--- src/design/cjs_pkg.sv ---
`timescale 1ns / 1ps

package cjs_pkg;

    localparam int STACK_DEPTH = 16;
    localparam int CNT_W       = $clog2(STACK_DEPTH + 1);
    localparam int ENTRY_CNT_W = 5;

    localparam logic ACT_PUSH = 1'b0;
    localparam logic ACT_POP  = 1'b1;

    typedef enum logic [2:0] {
        ST_PUSHED_NEW = 3'd0,
        ST_PUSHED_DUP = 3'd1,
        ST_POPPED     = 3'd2,
        ST_EMPTY      = 3'd3,
        ST_FULL       = 3'd4
    } status_t;

    typedef struct packed {
        logic [3:0]  job_type;
        logic [31:0] key;
        logic [2:0]  mode;
    } entry_t;

    typedef struct packed {
        logic load_new;
        logic shift;
        logic clr;
        logic is_top;
    } cell_ctrl_t;

endpackage

--- src/design/cjs_cell.sv ---
`timescale 1ns / 1ps

module cjs_cell (
    input  logic                clk,
    input  logic                rst_n,
    input  cjs_pkg::cell_ctrl_t ctrl,
    input  cjs_pkg::entry_t     new_entry,
    input  cjs_pkg::entry_t     above_entry,
    input  logic [3:0]          match_type,
    input  logic [31:0]         match_key,
    input  logic                match_in,
    input  logic [2:0]          mode_in,
    input  cjs_pkg::entry_t     pop_in,
    output cjs_pkg::entry_t     entry_q,
    output logic                match_out,
    output logic [2:0]          mode_out,
    output cjs_pkg::entry_t     pop_out
);

    cjs_pkg::entry_t entry_reg;
    logic            valid_reg;
    logic            hit;

    assign entry_q = entry_reg;

    assign hit = valid_reg && (match_key != 32'd0) && (entry_reg.key == match_key)
                 && (entry_reg.job_type == match_type);

    assign match_out = match_in | hit;
    assign mode_out  = mode_in | (hit ? entry_reg.mode : 3'd0);
    assign pop_out   = ctrl.is_top ? entry_reg : pop_in;

    always_ff @(posedge clk or negedge rst_n)
    begin
        if (!rst_n)
        begin
            valid_reg <= 1'b0;
        end
        else if (ctrl.load_new)
        begin
            valid_reg <= 1'b1;
        end
        else if (ctrl.clr)
        begin
            valid_reg <= 1'b0;
        end
    end

    always_ff @(posedge clk)
    begin
        if (ctrl.load_new)
        begin
            entry_reg <= new_entry;
        end
        else if (ctrl.shift)
        begin
            entry_reg <= above_entry;
        end
    end

endmodule

--- src/design/coalescing_job_stack_top.sv ---
`timescale 1ns / 1ps

// Job stack with duplicate coalescing. Requests arrive as beats on the s_axis
// channel: tuser selects push or pop, tdata carries the job. Each request gives
// exactly one result beat on the m_axis channel, with the status in tuser and
// the popped job and the entry count in tdata.
// A request is accepted and every cell of the stack compares its entry in parallel
// and shifts or loads at the accepting edge; the result is loaded into the output
// register at that same edge. Throughput is one request per cycle while the receiver
// takes each result, since the whole cell row updates at the accepting edge.
// A push whose type and nonzero key match a held entry removes that entry and
// puts the job on top with the lower of the two modes. A push of a new job to
// a full stack is rejected. A pop of an empty stack reports empty.
// Reset empties the stack and the output register at once. When the receiver
// stalls, the result waits in the output register; one more request can be
// accepted only in the cycle in which that result is taken.
module coalescing_job_stack_top (
    input  logic        clk,
    input  logic        rst_n,
    input  logic        s_axis_tvalid,
    output logic        s_axis_tready,
    // job_type[3:0], descriptor_key[35:4], convert_mode[38:36], zero pad.
    input  logic [39:0] s_axis_tdata,
    // action[0].
    input  logic        s_axis_tuser,
    output logic        m_axis_tvalid,
    input  logic        m_axis_tready,
    // out_type[3:0], out_descriptor[35:4], out_mode[38:36], entry_count[43:39],
    // zero pad.
    output logic [47:0] m_axis_tdata,
    // status[2:0].
    output logic [2:0]  m_axis_tuser
);

    localparam int DEPTH = cjs_pkg::STACK_DEPTH;
    localparam int CW    = cjs_pkg::CNT_W;

    logic [CW-1:0]       count_reg;
    logic [CW-1:0]       count_next;
    logic                out_valid_reg;
    logic [47:0]         out_data_reg;
    logic [47:0]         out_data_next;
    cjs_pkg::status_t    out_status_reg;
    cjs_pkg::status_t    out_status_next;

    logic                accept;
    logic                is_pop;
    logic                dup;
    logic                full;
    logic                empty;
    logic                push_ok;
    logic [CW-1:0]       write_idx;
    logic [CW-1:0]       top_idx;
    logic [2:0]          merged_mode;
    cjs_pkg::entry_t     new_entry;
    cjs_pkg::entry_t     pop_entry;

    cjs_pkg::entry_t     cell_q     [DEPTH];
    cjs_pkg::entry_t     above      [DEPTH];
    cjs_pkg::cell_ctrl_t ctrl       [DEPTH];
    logic [DEPTH:0]      match_chain;
    logic [2:0]          mode_chain [DEPTH+1];
    cjs_pkg::entry_t     pop_chain  [DEPTH+1];

    assign accept = s_axis_tvalid && s_axis_tready;
    assign s_axis_tready = !out_valid_reg || m_axis_tready;

    assign is_pop  = (s_axis_tuser == cjs_pkg::ACT_POP);
    assign dup     = match_chain[DEPTH];
    assign full    = (count_reg == CW'(DEPTH));
    assign empty   = (count_reg == '0);
    assign push_ok = !is_pop && (dup || !full);
    assign top_idx = count_reg - CW'(1);
    assign write_idx = dup ? top_idx : count_reg;

    assign merged_mode = (dup && (mode_chain[DEPTH] < s_axis_tdata[38:36]))
                         ? mode_chain[DEPTH] : s_axis_tdata[38:36];

    assign new_entry.job_type = s_axis_tdata[3:0];
    assign new_entry.key      = s_axis_tdata[35:4];
    assign new_entry.mode     = merged_mode;

    assign match_chain[0] = 1'b0;
    assign mode_chain[0]  = 3'd0;
    assign pop_chain[0]   = '0;
    assign pop_entry      = pop_chain[DEPTH];

    for (genvar i = 0; i < DEPTH; i++)
    begin : g_cell
        if (i == DEPTH - 1)
        begin : g_last
            assign above[i] = '0;
        end
        else
        begin : g_mid
            assign above[i] = cell_q[i+1];
        end

        assign ctrl[i].is_top   = (CW'(i) == top_idx);
        assign ctrl[i].load_new = accept && push_ok && (CW'(i) == write_idx);
        assign ctrl[i].shift    = accept && push_ok && dup && match_chain[i+1]
                                  && (CW'(i) < write_idx);
        assign ctrl[i].clr      = accept && is_pop && !empty && (CW'(i) == top_idx);

        cjs_cell u_cell (
            .clk         (clk),
            .rst_n       (rst_n),
            .ctrl        (ctrl[i]),
            .new_entry   (new_entry),
            .above_entry (above[i]),
            .match_type  (s_axis_tdata[3:0]),
            .match_key   (s_axis_tdata[35:4]),
            .match_in    (match_chain[i]),
            .mode_in     (mode_chain[i]),
            .pop_in      (pop_chain[i]),
            .entry_q     (cell_q[i]),
            .match_out   (match_chain[i+1]),
            .mode_out    (mode_chain[i+1]),
            .pop_out     (pop_chain[i+1])
        );
    end

    always_comb
    begin
        count_next      = count_reg;
        out_status_next = cjs_pkg::ST_PUSHED_NEW;
        out_data_next   = '0;
        if (is_pop)
        begin
            if (empty)
            begin
                out_status_next = cjs_pkg::ST_EMPTY;
            end
            else
            begin
                out_status_next      = cjs_pkg::ST_POPPED;
                count_next           = top_idx;
                out_data_next[3:0]   = pop_entry.job_type;
                out_data_next[35:4]  = pop_entry.key;
                out_data_next[38:36] = pop_entry.mode;
            end
        end
        else if (dup)
        begin
            out_status_next = cjs_pkg::ST_PUSHED_DUP;
        end
        else if (full)
        begin
            out_status_next = cjs_pkg::ST_FULL;
        end
        else
        begin
            out_status_next = cjs_pkg::ST_PUSHED_NEW;
            count_next      = count_reg + CW'(1);
        end
        out_data_next[43:39] = cjs_pkg::ENTRY_CNT_W'(count_next);
    end

    always_ff @(posedge clk or negedge rst_n)
    begin
        if (!rst_n)
        begin
            count_reg     <= '0;
            out_valid_reg <= 1'b0;
        end
        else
        begin
            if (accept)
            begin
                count_reg     <= count_next;
                out_valid_reg <= 1'b1;
            end
            else if (m_axis_tready)
            begin
                out_valid_reg <= 1'b0;
            end
        end
    end

    always_ff @(posedge clk)
    begin
        if (accept)
        begin
            out_data_reg   <= out_data_next;
            out_status_reg <= out_status_next;
        end
    end

    assign m_axis_tvalid = out_valid_reg;
    assign m_axis_tdata  = out_data_reg;
    assign m_axis_tuser  = out_status_reg;

endmodule

--- config.mk ---
export PLATFORM = sky130hd
export DESIGN_NAME = coalescing_job_stack_top
export DESIGN_NICKNAME = d
export VERILOG_FILES = /design/src/design/cjs_pkg.sv /design/src/design/cjs_cell.sv /design/src/design/coalescing_job_stack_top.sv
export SDC_FILE = /design/constraint.sdc
export NUM_CORES = 2
export LEC_CHECK = 0
export CAP_MARGIN = 20
export CORE_MARGIN = 1
export CORE_UTILIZATION = 43
export DETAILED_ROUTE_END_ITERATION = 6
export DONT_BUFFER_PORTS = 1
export PLACE_DENSITY = 0.57
export SLEW_MARGIN = 5
export SYNTH_ARGS = -nofsm -noshare
export SYNTH_HDL_FRONTEND = slang
export SYNTH_SLANG_ARGS = --single-unit
--- constraint.sdc ---
create_clock -name clk -period 7.3 [get_ports clk]
set_input_delay 0.365 -clock clk [delete_from_list [all_inputs] [get_ports clk]]
set_output_delay 0.365 -clock clk [all_outputs]
set_load 0.03 [all_outputs]
==> flow_summary.ini <==
[finish]
layout-drive-gt1-share = 0.1807
design.final.nets = 3692
multi_input_area_mm2 = 0.02138
finish.instance_area_mm2 = 0.04798
stdcell_count = 5006
layout.filler_cells = 9172
largest_reg_flops = 624
flow.area_growth_from_synthesis_pct = 10.28
sequential_cell_area_mm2 = 0.02070

[worst_setup_path]
worst_setup_path_start_kind = flop
critical_path.max_fanout = 36
worst_r2r_startpoint = count_reg[0]$_DFFE_PN0P_
critical_path.n_buffers_inverters = 2
stage_delay_of_the_slowest_cell_on_the_critical_path_ns = 0.88
critPathArrivalTime_ns = 6.16
reg2reg_to = m_axis_tdata[9]$_SDFFCE_PP0P_
crit_required_ns = 7.67
critical_path.top_delay_family = compound AO/OA/AOI/OAI gates
crit_path_top_delay_cell = sky130_fd_sc_hd__o22ai_1
worst_setup_path_end_kind = flop
crit_end = m_axis_tdata[9]$_SDFFCE_PP0P_
timing_worst_setup_path_type = reg -> reg
worst-path-stages = 13
cp_cell_sequence = inv_1, ha_1, nand2b_1, o22ai_1, and3_1, buf_4, nand2_1, o221ai_1, a31oi_1, a2111oi_0, o21ai_0, o211ai_1, a21oi_1
setup.reg_to_reg.worst_slack_ns = 1.51
r2r_cells = 13
cp-startpoint = count_reg[0]$_DFFE_PN0P_

[global_routing]
grt_max_degree = 46
grt_antenna_before_repair = 3
all_layer_global_routing_usage = 0.3665
number_of_global_route_vias_before_repair = 32330
grt_pass1_wl_mm = 262.4
grt_overflow_total = 0

[clock_tree]
max-clock-path-buffers = 3
cts.clk_slew.worst_paths_ns = 0.06
root_buffer = sky130_fd_sc_hd__clkbuf_16
tritoncts_clock_tree = built
clock_tree.htree_level_count = 3
clk_latency_ns = 0.67
clkSinkCount = 693
cts-buffers-inserted = 86

[timing]
setup_violators_final = 0
rsz0062_at_grt = no
final.period_utilization = 0.7925
final_max_slew_viol_count = 0
relSlewSlack = 0.2515
tightest_slew_ns = 1.118
finalWorstPathRequiredPeriod_ns = 5.786
timing_hold_violations_final = 0
timing.fmax_ghz = 0.1728
fin_worst_skew_ns = 0.02549
tns_ns = 0

[die]
floorplan.initialDensity = 0.4344
placeableCoreArea_mm2 = 0.1001
rows = 116
floorplan.die.height_um = 320.1
floorplan.die.width_um = 320.1
design.portCount = 98
die-area_mm2 = 0.1025

[logic_synthesis]
synth-seq-area-share = 0.4758
synth_area_leaders = sky130_fd_sc_hd__edfxtp_1, sky130_fd_sc_hd__mux2_2, sky130_fd_sc_hd__xor2_1
postSynthCellCount = 3740
avgSynthCellArea_um2 = 11.63
postSynth.asyncResetShare = 0.03175
yosys.cell_count.top_type = sky130_fd_sc_hd__edfxtp_1
edff_count_synth = 671
synth.top_cell.area_share = 0.4631
synth_top_flop_cell = sky130_fd_sc_hd__edfxtp_1
synth_top_cell_by_area = sky130_fd_sc_hd__edfxtp_1
synthesis.area_mm2 = 0.04351
synth.ff_latch_count = 693
yosysWarnings = 0
most_frequent_cells_after_synthesis = sky130_fd_sc_hd__edfxtp_1, sky130_fd_sc_hd__xor2_1, sky130_fd_sc_hd__mux2_2, sky130_fd_sc_hd__nor4_1, sky130_fd_sc_hd__mux2_1
yosys.cell_types.count = 82

[drt]
initialDrtViolationCount = 4690
drtAntennaViolNets = 0
avgViaCountPerCell = 6.771
firstDrtPassIters = 6
vias = 33900
drt-wirelength-per-cell_um = 38.16
detail_route.wirelength_mm = 191.0
drc = 0

[pwr]
power.density_cell_area_mw_per_mm2 = 241.4
vdd.ir_drop.worst_uv = 194.6
power.static_leakage_nw = 15.92
totalPowerFinal_mw = 11.58

[placed_design]
gp_congestion = 1.032
place.detailed.hpwl_mm = 136.9
dp.cells = 4809
port-buffer-count = 0
postPlaceCellArea_mm2 = 0.04483

[run]
drv.max_cap_violation_count = 0

[hold_path]
hold_path_class = in -> reg

[status]
status = finished, final reports clean
[what timing repair did]
| action | CTS | global route |
|---|---|---|
| hold buffers | 40 | 0 |
| setup buffers | 0 | 0 |
| endpoints found under the hold margin | 599 | 0 |
| gates resized for setup | 0 | 0 |
[cell families (layout without fill, tap and decap cells)]
group | after synthesis | count (layout) | share of synthesized area
mux | 595 | 595 | 0.1536
buf+inv | 372 | 336 | 0.03793
fa+ha+maj | 8 | 8 | 0.002301
compound gates | 595 | 595 | 0.1005
other cells | 1 | 5 | 0.00008619
xor+xnor | 543 | 543 | 0.1093
flops | 693 | 693 | 0.4758
simple gates | 933 | 933 | 0.1204
[power breakdown]
part / internal, mW / leakage [nW] / switching (mW)
sequential: 4.51 / 6.28 / 0.265
clock: 2.47 / 1.33 / 1.80
combinational: 0.746 / 8.30 / 1.79
[how the worst min path moves through the flow]
stage	from	end	slack (ns)	cells after the start
after CTS	s_axis_tuser	m_axis_tuser[0]$_DFFE_PP_	0.002	2
after detailed placement	rst_n	count_reg[2]$_DFFE_PN0P_	0.07	0
final	s_axis_tuser	count_reg[3]$_DFFE_PN0P_	0.04	2
after floorplan	rst_n	count_reg[0]$_DFFE_PN0P_	0.07	0
after global placement	rst_n	count_reg[2]$_DFFE_PN0P_	0.07	0
after global routing	s_axis_tuser	count_reg[3]$_DFFE_PN0P_	0.03	2
[through the flow]
stage,utilization,setup WS (ns),hold WS (ns)
2_1_floorplan,-,1.077,0.06941
3_3_place_gp,0.4477,1.484,0.07053
3_5_place_dp,0.4477,1.417,0.07064
4_1_cts,0.4791,1.806,0.001650
5_1_grt,0.4791,1.376,0.02844
6_report,0.4791,1.514,0.03834
[layout make-up]
| type | count | share of cell area |
|---|---|---|
| Antenna cell | 1 | 0.00005216 |
| Clock buffer | 117 | 0.04924 |
| Clock inverter | 39 | 0.007563 |
| Inverter | 45 | 0.003547 |
| Multi-Input combinational cell | 2678 | 0.4455 |
| Sequential cell | 693 | 0.4314 |
| Tap cell | 1298 | 0.03385 |
| Timing Repair Buffer | 135 | 0.02879 |
[layer usage]
layer | global-route usage | vias up | share of wire
met5 | 0 | - | 0.000068
met4 | 0.2288 | 2 | 0.070
met3 | 0.06649 | 395 | 0.091
met2 | 0.5573 | 2116 | 0.44
met1 | 0.4828 | 17080 | 0.40
li1 | - | 14300 | -
[worst register-to-register path: cells and delay by family (launching register included)]
| kind | cells | cell delay [ns] |
|---|---|---|
| buffers and inverters | 2 | 0.69 |
| adder cells (fa/ha/maj) | 1 | 0.37 |
| AND/OR/NAND/NOR | 3 | 0.90 |
| flip-flops | 1 | 0.72 |
| AO/OA/AOI/OAI | 7 | 2.83 |
[placed cells by master (no fill, tap or decap), types with 16 or more instances in the layout]
| master | count |
|---|---|
| sky130_fd_sc_hd__a2111oi_0 | 16 |
| sky130_fd_sc_hd__a211o_1 | 53 |
| sky130_fd_sc_hd__a21oi_1 | 58 |
| sky130_fd_sc_hd__a221oi_1 | 156 |
| sky130_fd_sc_hd__a31oi_1 | 18 |
| sky130_fd_sc_hd__and2_1 | 49 |
| sky130_fd_sc_hd__and3_1 | 23 |
| sky130_fd_sc_hd__buf_12 | 20 |
| sky130_fd_sc_hd__buf_4 | 75 |
| sky130_fd_sc_hd__clkbuf_1 | 25 |
| sky130_fd_sc_hd__clkbuf_16 | 89 |
| sky130_fd_sc_hd__dfrtp_1 | 22 |
| sky130_fd_sc_hd__dlygate4sd3_1 | 39 |
| sky130_fd_sc_hd__edfxtp_1 | 671 |
| sky130_fd_sc_hd__inv_1 | 44 |
| sky130_fd_sc_hd__mux2_1 | 190 |
| sky130_fd_sc_hd__mux2_2 | 392 |
| sky130_fd_sc_hd__nand2_1 | 138 |
| sky130_fd_sc_hd__nand2b_1 | 53 |
| sky130_fd_sc_hd__nand3_1 | 28 |
| sky130_fd_sc_hd__nand4_1 | 109 |
| sky130_fd_sc_hd__nor2_1 | 125 |
| sky130_fd_sc_hd__nor2b_1 | 31 |
| sky130_fd_sc_hd__nor3_1 | 68 |
| sky130_fd_sc_hd__nor4_1 | 220 |
| sky130_fd_sc_hd__o211ai_1 | 24 |
| sky130_fd_sc_hd__o21ai_0 | 115 |
| sky130_fd_sc_hd__o221ai_1 | 30 |
| sky130_fd_sc_hd__o22ai_1 | 44 |
| sky130_fd_sc_hd__xnor2_1 | 124 |
| sky130_fd_sc_hd__xor2_1 | 419 |
Power figures use the tool's default switching activity.
